**src/rtl/rru_pkg.sv**
```systemverilog
// shared types, formats and curve constants for the relaxed reluctivity update
package rru_pkg;

  localparam int FLUX_W        = 24;
  localparam int NU_W          = 32;
  localparam int FLUX_FRAC_DEF = 20;
  localparam int NU_FRAC_DEF   = 12;

  // square root of gx^2 + gy^2
  localparam int RAD_W      = 48;
  localparam int ROOT_W     = 24;
  localparam int SQ_REM_W   = 28;
  localparam int SQRT_CELLS = ROOT_W;

  // flux in q.20, series argument in q.24
  localparam int B20_W = 32;
  localparam int X_W   = 28;

  // theta * 2^20 / b20, one quotient bit per cell
  localparam int QUOT_W    = 40;
  localparam int DIV_REM_W = 33;
  localparam int DIV_CELLS = QUOT_W;

  // series for (e^x - 1)/x
  localparam int TERM_W       = 35;
  localparam int SUM_W        = 40;
  localparam int FRAC24       = 24;
  localparam int A_W          = TERM_W + X_W - FRAC24;
  localparam int SPLIT        = 20;
  localparam int SERIES_TERMS = 48;
  localparam int TGT_W        = 40;

  localparam logic [31:0]          ALPHA_Q20 = 32'd2178108108;
  localparam logic [26:0]          BETA_Q24  = 27'd88750682;
  localparam logic [TGT_W-1:0]     NU0_Q20   = 40'd834430267582;
  localparam logic [B20_W-1:0]     KNEE_Q20  = 32'd2362518;
  localparam logic [40:0]          THETA_Q20 = 41'd1717798718073;
  localparam logic [DIV_REM_W-1:0] DIV_REM0  = DIV_REM_W'(THETA_Q20[40:20]);
  localparam logic [QUOT_W-1:0]    DIV_NUM0  = {THETA_Q20[19:0], 20'b0};
  localparam logic [TERM_W-1:0]    ONE_Q24   = TERM_W'(64'd1 << FRAC24);

  typedef struct packed {
    logic signed [FLUX_W-1:0] grad_x;
    logic signed [FLUX_W-1:0] grad_y;
    logic [NU_W-1:0]          old_nu;
  } rru_in_t;

  typedef struct packed {
    logic [NU_W-1:0]   new_nu;
    logic [FLUX_W-1:0] flux_magnitude;
    logic              saturated_branch;
    logic              clipped;
  } rru_out_t;

  typedef struct packed {
    logic [RAD_W-1:0]    rad;
    logic [SQ_REM_W-1:0] rem;
    logic [ROOT_W-1:0]   root;
    logic [NU_W-1:0]     old_nu;
  } rru_sqrt_t;

  typedef struct packed {
    logic [NU_W-1:0]   old_nu;
    logic [FLUX_W-1:0] flux;
    logic [B20_W-1:0]  b20;
    logic              lin;
    logic [X_W-1:0]    x;
    logic [QUOT_W-1:0] quot;
  } rru_meta_t;

  typedef struct packed {
    rru_meta_t            meta;
    logic [DIV_REM_W-1:0] rem;
    logic [QUOT_W-1:0]    num;
  } rru_div_t;

endpackage

```
**src/rtl/rru_series_cell.sv**
```systemverilog
// one series term: term * x / (DIVISOR * 2^24), accumulated into the sum
module rru_series_cell #(
  parameter int DIVISOR = 2
) (
  input  logic                       clk_i,
  input  logic                       rst_ni,
  input  logic                       en_i,
  input  logic                       valid_i,
  input  rru_pkg::rru_meta_t         meta_i,
  input  logic [rru_pkg::TERM_W-1:0] term_i,
  input  logic [rru_pkg::SUM_W-1:0]  sum_i,
  output logic                       valid_o,
  output rru_pkg::rru_meta_t         meta_o,
  output logic [rru_pkg::TERM_W-1:0] term_o,
  output logic [rru_pkg::SUM_W-1:0]  sum_o
);
  import rru_pkg::*;

  localparam int     L    = $clog2(DIVISOR);
  localparam int     AH_W = A_W - SPLIT;
  localparam int     T_W  = SPLIT + L;
  localparam longint MH   = ((longint'(1) << (AH_W + L)) + DIVISOR - 1) / DIVISOR;
  localparam longint ML   = ((longint'(1) << (T_W + L)) + DIVISOR - 1) / DIVISOR;
  localparam int     MH_W = AH_W + 2;
  localparam int     ML_W = T_W + 2;

  logic      v1_q, v2_q, v3_q, v4_q;
  rru_meta_t m1_q, m2_q, m3_q, m4_q;
  logic [SUM_W-1:0]  s1_q, s2_q, s3_q, s4_q;
  logic [A_W-1:0]    a1_q;
  logic [AH_W-1:0]   qh2_q, ahi2_q, qh3_q;
  logic [SPLIT-1:0]  alo2_q;
  logic [T_W-1:0]    t3_q;
  logic [TERM_W-1:0] term4_q;

  logic [TERM_W+X_W-1:0] prod1;
  logic [AH_W+MH_W-1:0]  ph2;
  logic [AH_W-1:0]       qh2, qd3, r3;
  logic [T_W+ML_W-1:0]   pl4;
  logic [SPLIT-1:0]      ql4;

  always_comb begin
    prod1 = (TERM_W+X_W)'(term_i) * (TERM_W+X_W)'(meta_i.x);
    ph2   = (AH_W+MH_W)'(a1_q[A_W-1:SPLIT]) * (AH_W+MH_W)'(MH);
    qh2   = AH_W'(ph2 >> (AH_W + L));
    // remainder of the high part is below the divisor
    qd3   = qh2_q * AH_W'(DIVISOR);
    r3    = ahi2_q - qd3;
    pl4   = (T_W+ML_W)'(t3_q) * (T_W+ML_W)'(ML);
    ql4   = SPLIT'(pl4 >> (T_W + L));
  end

  always_ff @(posedge clk_i or negedge rst_ni) begin
    if (!rst_ni) begin
      v1_q <= 1'b0;
      v2_q <= 1'b0;
      v3_q <= 1'b0;
      v4_q <= 1'b0;
    end else if (en_i) begin
      v1_q <= valid_i;
      v2_q <= v1_q;
      v3_q <= v2_q;
      v4_q <= v3_q;
    end
  end

  always_ff @(posedge clk_i) begin
    if (en_i) begin
      m1_q    <= meta_i;
      s1_q    <= sum_i + SUM_W'(term_i);
      a1_q    <= prod1[TERM_W+X_W-1:FRAC24];
      m2_q    <= m1_q;
      s2_q    <= s1_q;
      qh2_q   <= qh2;
      ahi2_q  <= a1_q[A_W-1:SPLIT];
      alo2_q  <= a1_q[SPLIT-1:0];
      m3_q    <= m2_q;
      s3_q    <= s2_q;
      qh3_q   <= qh2_q;
      t3_q    <= {r3[L-1:0], alo2_q};
      m4_q    <= m3_q;
      s4_q    <= s3_q;
      term4_q <= TERM_W'({qh3_q, ql4});
    end
  end

  assign valid_o = v4_q;
  assign meta_o  = m4_q;
  assign term_o  = term4_q;
  assign sum_o   = s4_q;

endmodule

```
**config.mk**
```make
export PLATFORM = sky130hd
export DESIGN_NAME = rru_series_cell
export DESIGN_NICKNAME = d
export VERILOG_FILES = /design/src/rtl/rru_pkg.sv /design/src/rtl/rru_series_cell.sv
export SDC_FILE = /design/constraint.sdc
export NUM_CORES = 2
export LEC_CHECK = 0
export BUFFER_PORTS_ARGS = -buffer_cell sky130_fd_sc_hd__buf_2
export CAP_MARGIN = 10
export CORE_MARGIN = 1.5
export CORE_UTILIZATION = 60
export CTS_CLUSTER_DIAMETER = 150
export DETAILED_ROUTE_END_ITERATION = 16
export HOLD_SLACK_MARGIN = 0.03
export MAX_ROUTING_LAYER = met4
export PLACE_DENSITY = 0.8
export REMOVE_ABC_BUFFERS = 1
export SLEW_MARGIN = 20
export SYNTH_ARGS = -nofsm -noshare
export SYNTH_HDL_FRONTEND = slang
export SYNTH_SLANG_ARGS = --single-unit
export TNS_END_PERCENT = 5
```
**constraint.sdc**
```tcl
create_clock -name clk_i -period 1 [get_ports clk_i]
set_input_delay 0 -clock clk_i [delete_from_list [all_inputs] [get_ports clk_i]]
set_output_delay 0 -clock clk_i [all_outputs]
set_load 0.005 [all_outputs]
```
## Yosys cells after proc, flatten, opt, wreduce, memory -nomap -nowiden

Cells that the tools add are included.
Widths: inputs -> output; s select.

| word-level totals | value |
|---|---|
| bits in registers | 935 |
| word-level logic and storage cells | 42 |

| operators by class | value |
|---|---|
| add/subtract/negate cells | 2 |
| multiply operators | 1 |

Operator list:

| kind | number |
|---|---|
| $mul 35x28->60 | 1 |
| $add 40x35->40 | 1 |
| $sub 1x1->1 const B | 1 |

## Logic depth before layout (Yosys ltp)

| logic depth | value |
|---|---|
| word-level depth | 1 |
| depth in mapped cells | 28 |

## Least setup slack after synthesis

Ideal clock, no wire load.

| path | value |
|---|---|
| path type | input to register |
| from | in term_i[17] (netlist name) |
| to | reg a1_q[35] (data pin) |
| setup time | 0.268 ns |
| arrival | 6.355 ns |
| data required time | 0.732 ns |
| slack | -5.623 ns |
| cell stages on the path | 23 |
| buffers on the path | 2 |
| path through | clkbuf_1 -> clkbuf_1 -> nand2_1 -> fa_1 -> fa_1 -> fa_1 -> fa_1 -> inv_1 -> fa_1 -> fa_1 -> inv_1 -> fa_1 -> inv_1 -> ha_1 -> and2_4 -> a221o_1 -> a2111oi_4 -> a21o_2 -> and4_4 -> or4_4 -> nand4_4 -> a2111oi_2 -> nor3b_1 |

| between the ends | value |
|---|---|
| word-level cells in the longest chain between the ends | 1 |

RTL lines:

| element | line | source |
|---|---|---|
| start, declared | rru_series_cell.sv:10 | `input logic [rru_pkg::TERM_W-1:0] term_i,` |
| $mul 35x28->60 | rru_series_cell.sv:43 | `prod1 = (TERM_W+X_W)'(term_i) * (TERM_W+X_W)'(meta_i.x);` |
| via prod1[59] | rru_series_cell.sv:36 | `logic [TERM_W+X_W-1:0] prod1;` |
| end signal, assigned | rru_series_cell.sv:71 | `a1_q <= prod1[TERM_W+X_W-1:FRAC24];` |
| end, declared | rru_series_cell.sv:30 | `logic [A_W-1:0] a1_q;` |

The timed path passes the listed nets, and every way through them passes these cells.
A chain may end at the register's enable or synchronous reset.

## Final worst setup path

| path | value |
|---|---|
| from | in meta_i[41] (netlist name) |
| to | reg a1_q[35] (data pin) |

| between the ends | value |
|---|---|
| word-level cells in the longest chain between the ends | 1 |

RTL lines:

| element | line | source |
|---|---|---|
| start, declared | rru_series_cell.sv:9 | `input rru_pkg::rru_meta_t meta_i,` |
| $mul 35x28->60 | rru_series_cell.sv:43 |  |
| via prod1[59] | rru_series_cell.sv:36 |  |

The timed path passes the listed nets, and every way through them passes these cells.

==> metrics.csv <==
metric;value;unit
crit path cell chain;buf_8 > and2_1 > fa_2 > fa_1 > fa_1 > inv_1 > fa_2 > inv_1 > fa_1 > fa_2 > fa_1 > ha_4 > and2_4 > a221o_1 > a2111oi_4 > a21o_4 > and4_4 > or4_4 > nand4_4 > a2111oi_4 > nor3b_1;
final worst path period need;5.989;ns
core box area;0.1001;mm2
Setup CP Type;input pin to flop;
clock-pin transition on the worst setup and hold timing paths;0.07;ns
ys flop type;edfxtp_1;
reg2reg end;m2_q[106];
endpoints failing setup;304;
CTS buffer count;90;
RSZ-0062 raised after global routing;true;
commonest non-fill, non-tap cell in the layout;inv_1;
WHS;-0.1073;ns
Final HPWL DP;119700;um
area delta synth->final;27.24;%
status;complete, but fails checks;
die width;320.9;um
hold path depth;4;
PnR worst setup slack;-4.989;ns
FF+latch count, synth;932;
Hold Path Class;input pin to flop;
Clock Tree Buf Depth;3;
Yosys cell types;75;
Top cell by count, worst path;fa_1;
Iteration-0 DRC Markers;4028;
Crit Path Max Fanout;13;
Bufs and invs on worst path;3;
Routed Antenna Nets;0;
reg2reg setup slack;0.12;ns
most frequent cells in the layout;inv_1, edfxtp_1, fa_1;
CP max stage cell;fa_2;
clk sinks;932;
Mapped Cells;4679;
H-tree depth;3;
CP max stage delay;0.59;ns
Cell Rows;116;
GRT overflow;0;
TritonCTS clock tree;done;
f_max;167.0;MHz
FF-to-FF Start;m1_q[106];
crit share post-route;598.9;%
initial antenna violation count;16;
share of layout cells above drive strength 1;25.72;%
first-pass iteration count of the detailed router;7;
vias in the first global route;44780;
Worst Tran Pin Value;0.4931;ns
io pins;469;
final hold vios;18;
Layout Nets;7262;
cell family with most CP delay;adder cells;
worst r2r path cells;0;
vias per inst;5.627;
Skew-Pair Late Insertion Delay;0.72;ns
input/output buffers;468;
initial core utilization;60.55;%
Detailed Route WL;177000;um
Mean Syn Cell Area;12.96;um2
# DRC;0;
Startpoint Class;input pin;
Syn. warnings;0;
worst slew margin relative to its limit;66.78;%
Setup Skew;0.03757;ns
Die ar.;0.1030;mm2
Fillers;5713;
Worst EP arrival;6.41;ns
mapped cell area;0.06064;mm2
vias;41260;
Post-synth ARST share;0.4292;%
first-pass GRT wire length;262300;um
crit path capture type;flop;
Die H;320.9;um
sequential fraction of the synthesis area;46.12;%
EDFF count, synth;928;
hold_sp;sum_i[1];
average routed wire per standard cell;24.13;um
Tot GR Track Use;35.40;%
Setup TNS Final;-248.29;ns
largest net degree at the start of global routing;41;
DP Cell Count;6891;
max-slew violations;0;
Placer Congestion;0.9721;
Finished Layout Cells;7333;
failing checks;negative hold slack, negative setup slack;
Hold EP;s1_q[1];
Max Cap Viol;0;
critical path required time;1.42;ns
Root Buffer;clkbuf_16;
## kinds of logic after synthesis
logic type | after synthesis | share of synthesized area, %
compound gates | 244 | 2.730
mux | 6 | 0.1093
xor+xnor | 73 | 1.054
simple gates | 1175 | 9.864
flops | 932 | 46.12
fa+ha+maj | 1082 | 32.90
buf+inv | 1167 | 7.230
## worst min-delay path, cell delays in order
cell	delay, ns
buf_2	0.11
inv_1	0.08
fa_2	0.20
inv_1	0.04
## timing repair
item	in CTS	in global routing
endpoints found under the hold margin	472	28
resized for setup	363	123
buffers inserted	41	10
endpoints found under the setup margin	304	304
cloned	4	0
hold buffers	211	3
pin swaps	174	76
## worst max-delay path by stage
stage                     from  slack [ns]       end  depth (start not counted)
finish              meta_i[41]       -4.99  a1_q[35]                         21
global route        term_i[20]       -5.10  a1_q[35]                         23
CTS                  term_i[6]       -4.89  a1_q[32]                         24
detailed placement  meta_i[46]       -6.11  a1_q[16]                         27
global placement    meta_i[46]       -6.07  a1_q[16]                         24
floorplan           meta_i[41]       -5.21  a1_q[35]                         22
## per-stage QoR
| stage | instance area [um2] | util (%) | setup slack [ns] |
|---|---|---|---|
| 6_report | 77160 | 77.05 | -4.989 |
| 5_1_grt | 77160 | 77.05 | -5.102 |
| 4_1_cts | 76560 | 76.44 | -4.885 |
| 3_5_place_dp | 69490 | 69.39 | -6.107 |
| 3_3_place_gp | 69490 | 69.39 | -6.069 |
| 2_1_floorplan | 59920 | - | -5.207 |
## cell usage after synthesis, drive strengths merged (3+ instances only)
| cell | instances | share of area [%] |
|---|---|---|
| inv | 974 | 6.0 |
| edfxtp | 928 | 46 |
| fa | 854 | 28 |
| nand2 | 515 | 3.2 |
| and2 | 511 | 5.3 |
| ha | 228 | 4.7 |
| clkbuf | 190 | 1.2 |
| a21oi | 74 | 0.61 |
| nor2 | 49 | 0.30 |
| xnor2 | 48 | 0.69 |
| a21o | 46 | 0.57 |
| o21ai | 36 | 0.31 |
| xor2 | 25 | 0.36 |
| nand3 | 24 | 0.20 |
| nand4 | 18 | 0.22 |
| a31oi | 13 | 0.14 |
| nor3 | 11 | 0.099 |
| o21bai | 11 | 0.14 |
| nand2b | 10 | 0.12 |
| nor2b | 9 | 0.093 |
| o211ai | 9 | 0.12 |
| and3 | 8 | 0.083 |
| o21a | 7 | 0.087 |
| a2111oi | 5 | 0.11 |
| a211oi | 5 | 0.062 |
| mux2 | 5 | 0.093 |
| nor3b | 5 | 0.080 |
| o31ai | 5 | 0.085 |
| a211o | 4 | 0.058 |
| a221oi | 4 | 0.058 |
| a41oi | 4 | 0.070 |
| and4 | 4 | 0.062 |
| dfrtp | 4 | 0.17 |
| o22ai | 4 | 0.041 |
| or4 | 4 | 0.056 |
| buf | 3 | 0.025 |
## routing by layer
| layer | GRT usage [%] | part of all wire, % |
|---|---|---|
| met5 | - | 0 |
| met4 | 18.75 | 6.7 |
| met3 | 8.022 | 9.6 |
| met2 | 57.72 | 50 |
| met1 | 41.17 | 34 |
## flip-flops by register name (all words and copies together) (netlist names), 15 cells and up
register / count
s1_q: 40
sum_o: 40
m2_q: 157
meta_o: 157
m3_q: 157
s3_q: 40
term_o: 35
qh2_q: 15
m1_q: 157
alo2_q: 19
qh3_q: 15
t3_q: 20
a1_q: 35
s2_q: 40
## layout make-up
class	instances	area [um2]	area share [%]
repair buffers	1366	11220	14.54
multi-input cells	2580	29630	38.39
inverters	974	3656	4.738
well taps	1298	1624	2.105
diodes	17	42.54	0.05513
flip-flops and latches	932	27970	36.24
clock buffers	110	2347	3.042
clock inverters	56	685.7	0.8886
Power is not shown: default switching activity piles up to over one toggle a cycle in this logic, so the estimate is an artifact.
