**src/rtl/rru_pkg.sv**
```systemverilog
// shared types, formats and curve constants for the relaxed reluctivity update
package rru_pkg;

  localparam int FLUX_W        = 24;
  localparam int NU_W          = 32;
  localparam int FLUX_FRAC_DEF = 20;
  localparam int NU_FRAC_DEF   = 12;

  // square root of gx^2 + gy^2
  localparam int RAD_W      = 48;
  localparam int ROOT_W     = 24;
  localparam int SQ_REM_W   = 28;
  localparam int SQRT_CELLS = ROOT_W;

  // flux in q.20, series argument in q.24
  localparam int B20_W = 32;
  localparam int X_W   = 28;

  // theta * 2^20 / b20, one quotient bit per cell
  localparam int QUOT_W    = 40;
  localparam int DIV_REM_W = 33;
  localparam int DIV_CELLS = QUOT_W;

  // series for (e^x - 1)/x
  localparam int TERM_W       = 35;
  localparam int SUM_W        = 40;
  localparam int FRAC24       = 24;
  localparam int A_W          = TERM_W + X_W - FRAC24;
  localparam int SPLIT        = 20;
  localparam int SERIES_TERMS = 48;
  localparam int TGT_W        = 40;

  localparam logic [31:0]          ALPHA_Q20 = 32'd2178108108;
  localparam logic [26:0]          BETA_Q24  = 27'd88750682;
  localparam logic [TGT_W-1:0]     NU0_Q20   = 40'd834430267582;
  localparam logic [B20_W-1:0]     KNEE_Q20  = 32'd2362518;
  localparam logic [40:0]          THETA_Q20 = 41'd1717798718073;
  localparam logic [DIV_REM_W-1:0] DIV_REM0  = DIV_REM_W'(THETA_Q20[40:20]);
  localparam logic [QUOT_W-1:0]    DIV_NUM0  = {THETA_Q20[19:0], 20'b0};
  localparam logic [TERM_W-1:0]    ONE_Q24   = TERM_W'(64'd1 << FRAC24);

  typedef struct packed {
    logic signed [FLUX_W-1:0] grad_x;
    logic signed [FLUX_W-1:0] grad_y;
    logic [NU_W-1:0]          old_nu;
  } rru_in_t;

  typedef struct packed {
    logic [NU_W-1:0]   new_nu;
    logic [FLUX_W-1:0] flux_magnitude;
    logic              saturated_branch;
    logic              clipped;
  } rru_out_t;

  typedef struct packed {
    logic [RAD_W-1:0]    rad;
    logic [SQ_REM_W-1:0] rem;
    logic [ROOT_W-1:0]   root;
    logic [NU_W-1:0]     old_nu;
  } rru_sqrt_t;

  typedef struct packed {
    logic [NU_W-1:0]   old_nu;
    logic [FLUX_W-1:0] flux;
    logic [B20_W-1:0]  b20;
    logic              lin;
    logic [X_W-1:0]    x;
    logic [QUOT_W-1:0] quot;
  } rru_meta_t;

  typedef struct packed {
    rru_meta_t            meta;
    logic [DIV_REM_W-1:0] rem;
    logic [QUOT_W-1:0]    num;
  } rru_div_t;

endpackage

```
**src/rtl/rru_div_cell.sv**
```systemverilog
// one quotient bit of theta * 2^20 / b20 per cell
module rru_div_cell (
  input  logic              clk_i,
  input  logic              rst_ni,
  input  logic              en_i,
  input  logic              valid_i,
  input  rru_pkg::rru_div_t data_i,
  output logic              valid_o,
  output rru_pkg::rru_div_t data_o
);
  import rru_pkg::*;

  logic                 valid_q;
  rru_div_t             data_q, data_d;
  logic [DIV_REM_W-1:0] rem_s, dvs;

  always_comb begin
    rem_s  = {data_i.rem[DIV_REM_W-2:0], data_i.num[QUOT_W-1]};
    dvs    = DIV_REM_W'(data_i.meta.b20);
    data_d = data_i;
    data_d.num = data_i.num << 1;
    if (rem_s >= dvs) begin
      data_d.rem       = rem_s - dvs;
      data_d.meta.quot = {data_i.meta.quot[QUOT_W-2:0], 1'b1};
    end else begin
      data_d.rem       = rem_s;
      data_d.meta.quot = {data_i.meta.quot[QUOT_W-2:0], 1'b0};
    end
  end

  always_ff @(posedge clk_i or negedge rst_ni) begin
    if (!rst_ni) begin
      valid_q <= 1'b0;
    end else if (en_i) begin
      valid_q <= valid_i;
    end
  end

  always_ff @(posedge clk_i) begin
    if (en_i) begin
      data_q <= data_d;
    end
  end

  assign valid_o = valid_q;
  assign data_o  = data_q;

endmodule

```
**config.mk**
```make
export PLATFORM = sky130hd
export DESIGN_NAME = rru_div_cell
export DESIGN_NICKNAME = d
export VERILOG_FILES = /design/src/rtl/rru_pkg.sv /design/src/rtl/rru_div_cell.sv
export SDC_FILE = /design/constraint.sdc
export NUM_CORES = 1
export LEC_CHECK = 0
export BUFFER_PORTS_ARGS = -buffer_cell sky130_fd_sc_hd__buf_4
export CAP_MARGIN = 20
export CORE_AREA = 3 3 178 180
export CTS_CLUSTER_DIAMETER = 120
export CTS_CLUSTER_SIZE = 8
export DETAILED_ROUTE_END_ITERATION = 10
export DIE_AREA = 0 0 181 183
export SYNTH_ARGS = -nofsm -noshare
export SYNTH_HDL_FRONTEND = slang
export SYNTH_SLANG_ARGS = --single-unit
```
**constraint.sdc**
```tcl
create_clock -name clk_i -period 1.8 [get_ports clk_i]
set_input_delay 0.18 -clock clk_i [delete_from_list [all_inputs] [get_ports clk_i]]
set_output_delay 0.18 -clock clk_i [all_outputs]
set_load 0.03 [all_outputs]
```
Yosys cells after proc, flatten, opt, wreduce, memory -nomap -nowiden
Index checks and enable logic that the tools add are counted.
Word-level totals
  register bits after elaboration: 230
  latch bits: 0
  memory bits (writable): 0
  bits in read-only memories: 0
  bits of input ports: 234
  output and inout bits: 231
  logic and storage cells: 12
  memories: 0
Cells by class
  add/subtract/negate cells: 1
  multiply operators: 0
  divide/modulo/power cells: 0
  $lt $le $gt $ge: 1
  equality and inequality tests: 0
  shifts and indexed selects: 0
  mux-type cells: 1
  bitwise operators: 0
  reductions and logical operators: 0
Operators by type and width (number)
  two-way mux 34 bit: 1
  greater-or-equal comparator 33 x 32 -> 1 bit: 1
  subtractor 33 x 32 -> 33 bit: 1

Depth between registers and ports, before layout
Gate-level depths: netlist of run 1.
  depth in word-level cells: 2
  depth in mapped cells: 14
  depth with buffers taken out: 13

Least setup slack after synthesis of run 1
OpenSTA, ideal clock, no wires.
  path kind: input to register
  start point: input port data_i[39] (netlist name)
  end point: register data_q (netlist bit data_o[70]), data pin
  setup time: 0.264 ns
  arrival: 2.452 ns
  data required time: 1.536 ns
  setup slack: -0.915 ns
  cell stages on the path: 13
  path buffers: 0
  cells stage by stage: inv_1 ha_1 inv_1 fa_1 a211oi_1 nor3_1 o211ai_1 o211ai_1 nand3_1 o21ai_1 a311o_1 o41ai_1 nor2_1
RTL lines
  from (decl): RTL line rru_div_cell.sv:7  | input rru_pkg::rru_div_t data_i,
  to (signal assigned): RTL line rru_div_cell.sv:41  | data_q <= data_d;
  to (decl): RTL line rru_div_cell.sv:14  | rru_div_t data_q, data_d;

==> results of run 1 <==
routing by layer:
layer	part of all wire, %	vias to the layer above
met3	8.4	86
met2	50	369
met1	36	3927
li1	-	3884
met4	5.0	10
met5	0.12	-
final cells by class:
type / count / area (um2) / share of cell area [%]
Multi-Input combinational cell: 310 / 2250 / 12.9
Antenna cell: 3 / 7.51 / 0.0430
Inverter: 42 / 178 / 1.02
Clock buffer: 40 / 895 / 5.12
Sequential cell: 230 / 6900 / 39.5
Timing Repair Buffer: 802 / 6700 / 38.4
Tap cell: 396 / 495 / 2.84
Clock inverter: 3 / 36.3 / 0.208
sequential cells by signal (all words and copies together) (netlist names):
| name | cells |
|---|---|
| data_o | 229 |
| valid_o | 1 |
how the worst min path moves through the flow:
stage / to / start / slack (ns) / cells after the start
2_1_floorplan: valid_o$_DFFE_PN0P_ / rst_ni / -0.12 / 0
3_3_place_gp: valid_o$_DFFE_PN0P_ / rst_ni / -0.04 / 1
3_5_place_dp: valid_o$_DFFE_PN0P_ / rst_ni / -0.04 / 1
4_1_cts: data_o[56]$_DFFE_PP_ / data_i[55] / 0.001 / 3
5_1_grt: data_o[57]$_DFFE_PP_ / data_i[56] / 0.02 / 3
6_report: data_o[44]$_DFFE_PP_ / data_i[43] / 0.02 / 3
kinds of logic after synthesis:
logic type      after synthesis  share of synthesized area (%)
compound gates              127                           8.75
buf+inv                      61                           2.82
mux                           2                          0.244
fa+ha+maj                    33                           4.56
xor+xnor                     27                           2.56
flops                       230                           74.8
other cells                   1                         0.0407
simple gates                120                           6.20
timing repair:
| item | in CTS | in global routing |
|---|---|---|
| gates resized for setup | 24 | 13 |
| setup endpoints to repair | 34 | 34 |
| pin swaps | 17 | 8 |
| setup buffers | 7 | 3 |
| gates cloned | 1 | 1 |
| endpoints found under the hold margin | 206 | 0 |
| hold buffers | 207 | 0 |
synth_stat cells (all sizes together) (2+ instances only):
cell / instances
and4: 2
edfxtp: 229
and2: 3
o211ai: 3
o21a: 2
a211oi: 3
inv: 42
xnor2: 15
o31a: 2
nor2: 37
clkbuf: 11
o31ai: 2
o21ai: 28
buf: 8
xor2: 12
nand4: 10
nor4: 2
nor2b: 5
nand2: 33
mux2: 2
o21bai: 6
nand3: 12
a21o: 14
ha: 32
nor3: 11
nand2b: 2
a21boi: 2
a21oi: 56
worst max-delay path: cells and delay by family:
kind            cells  cell delay, ns
compound gates      6            1.23
simple gates        3            0.40
buf+inv             4            0.44
fa+ha+maj           1            0.20
placed cells by master, fill, tap and decap left out, types with 8 or more instances in the layout:
cell type and instances:
nor3_1 10, xnor2_1 14, nor2_2 8, nor2_1 24, ha_1 28, a21oi_1 40, o21ai_0 20, a21oi_2 15
nand2_1 32, buf_12 9, xor2_1 12, clkbuf_16 36, nand3_1 12, dlygate4sd3_1 207, edfxtp_1 229, inv_1 38
a21o_1 14, buf_4 582, nand4_1 10
power by group through the flow:
stage,Combinational (mW),Sequential [mW],Clock [mW]
6_report,4.14,6.63,5.74
5_1_grt,4.36,6.67,6.12
4_1_cts,4.09,6.63,5.89
3_5_place_dp,3.61,6.72,0
3_3_place_gp,3.58,6.72,0
2_1_floorplan,0.753,7.70,0
==> results.yml, run 1 <==
critical_path:
  crit_path_max_incr_delay_ns: 0.31
  crit_path_dat_ns: 2.46
  crit_start: "data_i[143]"
  ff_to_ff_path_depth: 1
  worst_r2r_endpoint: "valid_o$_DFFE_PN0P_"
  cp.required_ns: 2.04
  reg_to_reg_slack_setup_ns: 1.06
  chain_of_cells_forming_the_critical_path: "buf_4 > inv_2 > ha_4 > nor2b_1 > o31a_1 > o31a_1 > a211o_4 > a21oi_4 > o21ai_4 > nor2_8 > inv_8 > buf_12 > nor2_1 > a21oi_1"
  worst_setup_path_endpoint: "data_o[55]$_DFFE_PP_"
  criticalPathCategory: "in -> reg"
  critPathLaunchType: "primary input"
  worst_r2r_startpoint: "valid_o$_DFFE_PN0P_"
  critPathCaptureType: "flop"
  path_max_fanout: 20
  worst_path_cell_with_the_longest_stage_delay: "a211o_4"
  crit_top_cell: "o31a_1"
placement:
  port_buffers: 461
  gp_routability_congestion: 0.861
  place_worst_setup_slack_ns: -1.18
  dpl.hpwl_um: 26400
  area_after_detailed_placement_um2: 14200
  place.detailed.instances: 1561
route:
  post_drt_via_cell_ratio: 4.53
  dr_total_vias: 8276
  dr.first_iter.drc_count: 530
  detail_route.drc_violations: 0
  drt_pass1_iterations: 4
  route.antenna.remaining_nets: 0
  drt-total-wl_um: 37500
  post_drt_wl_per_cell_um: 20.6
logic_synthesis:
  post_synth_inst_count: 601
  netlist-cell-type-count: 52
  postSynthNetCount: 868
  avgSynthCellArea_um2: 15.3
  number_of_synthesized_flops_with_an_enable_pin: 229
  yosys.area.top_type: "edfxtp_1"
  postSynthRegisterBits: 230
  post_synth_instance_area_um2: 9220
  synth_top_flop_cell: "edfxtp_1"
  synthDominantCellAreaShare_pct: 74.6
  ys_async_sr_fraction_pct: 0.435
  ys_warn_count: 0
  synth.top_cells.by_area: "edfxtp_1 (75%), ha_1 (4.3%), a21oi_1 (2.4%), inv_1 (1.7%), nor2_1 (1.5%)"
  sequential_fraction_of_the_synthesis_area_pct: 74.8
timing:
  timing_max_transition_violations_final: 0
  postLayoutSetupSlackWorst_ns: -0.424
  totalNegativeSetupSlack_ns: -12.92
  setup_viol: 34
  rsz0062_at_grt: "yes"
  timing.final.crit_share_pct: 124
  timing.fmax_mhz: 450
  final_hold_viol_count: 0
  post-route-min-period_ns: 2.22
  hold_slack_ns: 0.0236
  finClkSkew_ns: 0
cells_and_area:
  syn_to_final_growth_pct: 89.4
  stdcell_count: 1826
  drive_gt1_share_pct: 47.9
  final_cell_area_um2: 17500
  num-fill-cells: 2445
  fin_util_pct: 57.5
  finish.net_count: 1687
pwr:
  proportion_of_total_power_due_to_net_switching_pct: 28.3
  total_power_mw: 16.5
  seq_power_share_pct: 40.2
  vdd_drop_max_v: 0.000661
  p_leak_nw: 7.60
  power-per-cell-area_nw_per_um2: 946
  comb_power_share_pct: 25.1
  p_sw_mw: 4.67
  internal_power_mw: 11.8
  pwr-share-clk_pct: 34.8
global_route:
  global_route.usage.met2_pct: 37.4
  grt_overflow_total: 0
  grt_first_pass_wirelength_um: 53600
  grt.total_usage_pct: 21.4
  antenna_found_initial: 8
  maximum_number_of_pins_on_one_net_before_global_route_repair: 56
  top_usage_layer: "met2"
  met1_usage_pct: 23.4
  grtUsageMet3_pct: 7.12
  via_count_of_the_first_global_routing_pass: 8736
die:
  fp.coreArea_um2: 30300
  height_of_the_die_um: 183
  rows: 64
  die_footprint_um2: 33100
  chipWidth_um: 181
  design.portCount: 465
  initial_core_util_pct: 30.4
hold_path:
  timing.hold.worst.class: "in -> reg"
status:
  status: "finished, violations left"
  failed_checks: "negative setup slack"
clock_tree:
  cts-root-buf: "clkbuf_16"
  clk_transition_reported_paths_ns: 0.06
  clkLatencyLatePin_ns: 0.49
  cts-htree-levels: 2
  clock_sinks: 230
  cts_tree: "done"
  cts-buffers-inserted: 34
  cts_max_path_buffers: 3
flow_run:
  drv_cap: 0
(Power assumes the default switching activity.)
==> run 2, diff against run 1 <==
--- a/config.mk
+++ b/config.mk
@@ -5,7 +5,7 @@
 export SDC_FILE = /design/constraint.sdc
 export NUM_CORES = 1
 export LEC_CHECK = 0
-export BUFFER_PORTS_ARGS = -buffer_cell sky130_fd_sc_hd__buf_4
+export BUFFER_PORTS_ARGS = -buffer_cell sky130_fd_sc_hd__buf_2
 export CAP_MARGIN = 20
 export CORE_AREA = 3 3 178 180
 export CTS_CLUSTER_DIAMETER = 120
==> results.yml, run 2 (synthesis gave the netlist of run 1 again) <==
status:
  status: "finished, violations left"
  failed_checks: "negative setup slack"
die:
  design.portCount: 465
  rows: 64
  initial_core_util_pct: 30.4
  fp.coreArea_um2: 30300
  die_footprint_um2: 33100
  chipWidth_um: 181
  height_of_the_die_um: 183
clock_tree:
  cts-root-buf: "clkbuf_16"
  clk_transition_reported_paths_ns: 0.06
  cts_tree: "done"
  clkLatencyLatePin_ns: 0.49
  cts-buffers-inserted: 34
  cts_max_path_buffers: 3
  clock_sinks: 230
  cts-htree-levels: 2
hold_path:
  min_delay_worst_endpoint: "data_o[58]$_DFFE_PP_"
  timing.hold.worst.class: "in -> reg"
  cell_depth_of_the_worst_min_delay_path: 3
  hold_path.startpoint: "data_i[57]"
timing:
  postLayoutSetupSlackWorst_ns: -0.488
  hold_slack_ns: 0.0334
  timing.final.crit_share_pct: 127
  timing_max_transition_violations_final: 0
  setup_viol: 34
  rsz0062_at_grt: "yes"
  finClkSkew_ns: 0
  final_hold_viol_count: 0
  post-route-min-period_ns: 2.29
  totalNegativeSetupSlack_ns: -13.58
  timing.fmax_mhz: 437
global_route:
  grt_overflow_total: 0
  grt.total_usage_pct: 20.8
  maximum_number_of_pins_on_one_net_before_global_route_repair: 53
  antenna_found_initial: 10
  via_count_of_the_first_global_routing_pass: 8800
  grt_first_pass_wirelength_um: 52600
pwr:
  vdd_drop_max_v: 0.000670
  total_power_mw: 16.0
  p_leak_nw: 7.21
  power-per-cell-area_nw_per_um2: 981
cells_and_area:
  drive_gt1_share_pct: 48.5
  layout_commonest_cell: "buf_2"
  stdcell_count: 1829
  syn_to_final_growth_pct: 76.8
  area.sequential_um2: 6900
  most-common-layout-cells: "buf_2 (458), edfxtp_1 (229), dlygate4sd3_1 (204)"
  largest_reg_flops: 229
  multiInputGateArea_um2: 2280
  final_cell_area_um2: 16300
  finish.net_count: 1687
  num-fill-cells: 2553
critical_path:
  reg_to_reg_slack_setup_ns: 1.00
  criticalPathCategory: "in -> reg"
  ff_to_ff_path_depth: 1
  timing.critical_path.max_delay_family: "compound AO/OA/AOI/OAI gates"
  path_max_fanout: 3
  crit_path_max_incr_delay_ns: 0.36
  crit_path_dat_ns: 2.54
  chain_of_cells_forming_the_critical_path: "buf_12 > inv_12 > ha_4 > inv_2 > fa_2 > a211oi_4 > nor3_2 > o211ai_1 > buf_4 > o21ai_4 > a21oi_2 > o21bai_4 > o21a_1 > o21ai_2 > mux2_4"
  worstPathBufferInverterCount: 4
  cp.required_ns: 2.05
  critPathCaptureType: "flop"
  critPathLaunchType: "primary input"
  worst_r2r_endpoint: "valid_o$_DFFE_PN0P_"
  worst_r2r_startpoint: "valid_o$_DFFE_PN0P_"
  worst_path_cell_with_the_longest_stage_delay: "fa_2"
placement:
  dpl.hpwl_um: 25900
  gp_routability_congestion: 0.855
  port_buffers: 461
  place.detailed.instances: 1560
  area_after_detailed_placement_um2: 13000
route:
  post_drt_wl_per_cell_um: 19.7
  route.antenna.remaining_nets: 0
  drt_pass1_iterations: 5
  post_drt_via_cell_ratio: 4.56
  detail_route.drc_violations: 0
  dr_total_vias: 8338
  drt-total-wl_um: 36100
  dr.first_iter.drc_count: 541
flow_run:
  drv_cap: 0
[run 2: cell types whose count changed in the layout (fill, tap and decap cells not counted), moves of 2 or more]
cell           delta
buf_4           -454
nor2b_1           -2
o21ai_1           +2
nor2_4            -2
buf_2           +458
o21ai_0           -3
diode_2           +3
dlygate4sd3_1     -3
nor2b_2           +2
[run 2: worst max path at each step]
| stage | startpoint | slack (ns) | cells after the start | end |
|---|---|---|---|---|
| after detailed placement | data_i[39] | -1.22 | 14 | data_o[70]$_DFFE_PP_ |
| after CTS | data_i[39] | -0.48 | 14 | data_o[70]$_DFFE_PP_ |
| after global routing | data_i[39] | -0.56 | 14 | data_o[70]$_DFFE_PP_ |
| final | data_i[39] | -0.49 | 15 | data_o[72]$_DFFE_PP_ |
| after floorplan | data_i[39] | -0.72 | 13 | data_o[70]$_DFFE_PP_ |
| after global placement | data_i[39] | -1.14 | 14 | data_o[70]$_DFFE_PP_ |
[run 2: tightest hold or removal path, stage by stage]
cell and delay (ns):
buf_2 0.09, nor2_1 0.04, a21oi_1 0.10
[run 2: timing repair]
| item | CTS | global route |
|---|---|---|
| setup endpoints to repair | 34 | 34 |
| buffers inserted | 11 | 7 |
| hold endpoints to repair | 203 | 0 |
| gates resized for setup | 22 | 24 |
| hold buffers | 204 | 0 |
| pin swaps | 21 | 16 |
[run 2: cell type report]
class                      instances  area share [%]
tap                              396            3.04
inverter                          42            1.07
antenna                            6          0.0921
multi-input combinational        310            14.0
sequential                       230            42.3
timing repair buffer             802            33.8
clock inverter                     3           0.223
clock buffer                      40            5.49
[run 2: where the power goes]
group	internal (mW)	switching, mW
Combinational	1.49	2.20
Clock	3.47	2.22
Sequential	6.47	0.137
Total	11.4	4.56
[run 2: routing by layer]
metal	GRT usage (%)	part of all wire (%)
met4	9.57	4.5
met1	23.6	37
met2	37.0	51
met3	5.37	7.5
met5	0	0.075
[run 2: through the flow]
stage | setup slack, ns | util (%)
3_5_place_dp | -1.22 | 42.9
3_3_place_gp | -1.14 | 42.9
6_report | -0.488 | 53.7
5_1_grt | -0.563 | 53.7
4_1_cts | -0.476 | 53.2
2_1_floorplan | -0.718 | -
==> run 3, diff against run 2 <==
--- a/config.mk
+++ b/config.mk
@@ -5,9 +5,11 @@
 export SDC_FILE = /design/constraint.sdc
 export NUM_CORES = 1
 export LEC_CHECK = 0
+export ABC_CLOCK_PERIOD_IN_PS = 1800
 export BUFFER_PORTS_ARGS = -buffer_cell sky130_fd_sc_hd__buf_2
 export CAP_MARGIN = 20
 export CORE_AREA = 3 3 178 180
+export CTS_BUF_LIST = sky130_fd_sc_hd__clkbuf_2 sky130_fd_sc_hd__clkbuf_4 sky130_fd_sc_hd__clkbuf_8
 export CTS_CLUSTER_DIAMETER = 120
 export CTS_CLUSTER_SIZE = 8
 export DETAILED_ROUTE_END_ITERATION = 10
@@ -15,3 +17,4 @@
 export SYNTH_ARGS = -nofsm -noshare
 export SYNTH_HDL_FRONTEND = slang
 export SYNTH_SLANG_ARGS = --single-unit
+export TNS_END_PERCENT = 1
==> results.yml, run 3 (synthesis gave the netlist of run 1 again) <==
die:
  design.portCount: 465
  rows: 64
  fp.coreArea_um2: 30300
  height_of_the_die_um: 183
  die_footprint_um2: 33100
  chipWidth_um: 181
  initial_core_util_pct: 30.4
clock_tree:
  cts-htree-levels: 2
  cts_tree: "done"
  cts_max_path_buffers: 3
  clkLatencyLatePin_ns: 0.51
  cts-buffers-inserted: 34
  clk_transition_reported_paths_ns: 0.07
  cts-root-buf: "clkbuf_8"
  clock_sinks: 230
global_route:
  grt.total_usage_pct: 20.8
  grt_first_pass_wirelength_um: 52600
  maximum_number_of_pins_on_one_net_before_global_route_repair: 66
  met1_usage_pct: 23.6
  grt_overflow_total: 0
  global_route.usage.met2_pct: 36.4
  grtUsageMet3_pct: 6.11
  antenna_found_initial: 10
  via_count_of_the_first_global_routing_pass: 8691
  top_usage_layer: "met2"
critical_path:
  crit_path_max_incr_delay_ns: 0.41
  ff_to_ff_path_depth: 1
  critPathCaptureType: "flop"
  worst_r2r_endpoint: "valid_o$_DFFE_PN0P_"
  reg_to_reg_slack_setup_ns: 1.06
  worst_r2r_startpoint: "valid_o$_DFFE_PN0P_"
  crit_top_cell: "o211ai_1"
  crit_path_dat_ns: 2.59
  worst_path_cell_with_the_longest_stage_delay: "fa_2"
  criticalPathCategory: "in -> reg"
  path_max_fanout: 3
  critPathLaunchType: "primary input"
  chain_of_cells_forming_the_critical_path: "buf_12 > inv_12 > ha_4 > inv_2 > fa_2 > a211oi_4 > nor3_2 > o211ai_1 > o211ai_1 > nand3_1 > o21ai_2 > a311o_1 > o41ai_2 > nor2_1"
  worstPathBufferInverterCount: 3
  cp.required_ns: 2.07
  timing.critical_path.max_delay_family: "compound AO/OA/AOI/OAI gates"
timing:
  postLayoutSetupSlackWorst_ns: -0.516
  timing_max_transition_violations_final: 0
  rsz0062_at_grt: "yes"
  setup_viol: 34
  post-route-min-period_ns: 2.32
  timing.final.crit_share_pct: 129
  timing.fmax_mhz: 432
  finClkSkew_ns: 0
  final_hold_viol_count: 0
status:
  status: "finished, violations left"
  failed_checks: "negative setup slack"
hold_path:
  timing.hold.worst.class: "in -> reg"
  min_delay_worst_endpoint: "data_o[57]$_DFFE_PP_"
  cell_depth_of_the_worst_min_delay_path: 3
  hold_path.startpoint: "data_i[56]"
placement:
  port_buffers: 461
  dpl.hpwl_um: 25500
  gp_routability_congestion: 0.825
  place_worst_setup_slack_ns: -1.23
cells_and_area:
  drive_gt1_share_pct: 48.2
  finish.net_count: 1702
  multiInputGateArea_um2: 2220
  area.sequential_um2: 6900
  num-fill-cells: 2622
  syn_to_final_growth_pct: 73.0
  largest_reg_flops: 229
  most-common-layout-cells: "buf_2 (459), edfxtp_1 (229), dlygate4sd3_1 (220)"
  layout_commonest_cell: "buf_2"
  fin_util_pct: 52.6
pwr:
  power-per-cell-area_nw_per_um2: 884
  vdd_drop_max_v: 0.000568
  p_leak_nw: 7.06
route:
  route.antenna.remaining_nets: 0
  drt_pass1_iterations: 5
  dr_total_vias: 8279
  post_drt_wl_per_cell_um: 19.5
  detail_route.drc_violations: 0
  post_drt_via_cell_ratio: 4.49
  dr.first_iter.drc_count: 447
  drt-total-wl_um: 36000
flow_run:
  drv_cap: 0
[run 3: changes by cell type in the layout (fill, tap and decap cells not counted), moves of 6 or more]
| cell | before | now |
|---|---|---|
| clkbuf_16 | 35 | 0 |
| dlygate4sd3_1 | 204 | 220 |
| nor2_2 | 9 | 17 |
| clkbuf_8 | 0 | 35 |
| nor2_1 | 25 | 19 |
[run 3: through the flow]
| step | hold WS [ns] | TNS (ns) | area [um2] | std cells | power, mW |
|---|---|---|---|---|---|
| 6_report | 0.0235 | -12.93 | 16000 | 1842 | 14.1 |
| 5_1_grt | 0.0113 | -14.82 | 16000 | 1842 | 14.8 |
| 4_1_cts | 0.000586 | -11.75 | 15800 | 1835 | 14.2 |
| 3_5_place_dp | -0.0415 | -33.41 | 13000 | 1569 | 9.90 |
| 3_3_place_gp | -0.0421 | -31.85 | 13000 | 1569 | 9.87 |
| 2_1_floorplan | -0.116 | -21.56 | 9270 | 601 | 8.43 |
[run 3: layout make-up]
class	instances	share of cell area [%]
Clock buffer	40	3.25
Multi-Input combinational cell	310	13.9
Antenna cell	4	0.0627
Sequential cell	230	43.2
Inverter	42	1.08
Timing Repair Buffer	817	35.2
Tap cell	396	3.10
Clock inverter	3	0.133
[run 3: what timing repair did]
action	CTS	global route
endpoints found under the hold margin	236	0
hold buffers	220	0
setup endpoints to repair	34	34
setup buffers	3	3
pin swaps	15	15
resized for setup	12	30
[run 3: routing by layer]
metal | part of all wire (%) | vias to the layer above
met2 | 50 | 363
met5 | 0.14 | -
met1 | 38 | 3918
li1 | - | 3901
met4 | 4.8 | 8
met3 | 7.8 | 89
[run 3: worst max-delay path by stage]
stage                     cells past startpoint              endpoint       start  slack [ns]
after detailed placement                     14  data_o[70]$_DFFE_PP_  data_i[39]       -1.23
after floorplan                              13  data_o[70]$_DFFE_PP_  data_i[39]       -0.72
after CTS                                    14  data_o[70]$_DFFE_PP_  data_i[39]       -0.53
after global placement                       14  data_o[70]$_DFFE_PP_  data_i[39]       -1.19
final                                        14  data_o[70]$_DFFE_PP_  data_i[39]       -0.52
after global routing                         14  data_o[70]$_DFFE_PP_  data_i[39]       -0.56
[run 3: power breakdown]
part           leakage [nW]  total (mW)  internal, mW  switching (mW)
registers              2.25        6.61          6.46           0.150
logic                  4.52        3.67          1.49            2.18
clock network         0.285        3.83          1.87            1.96
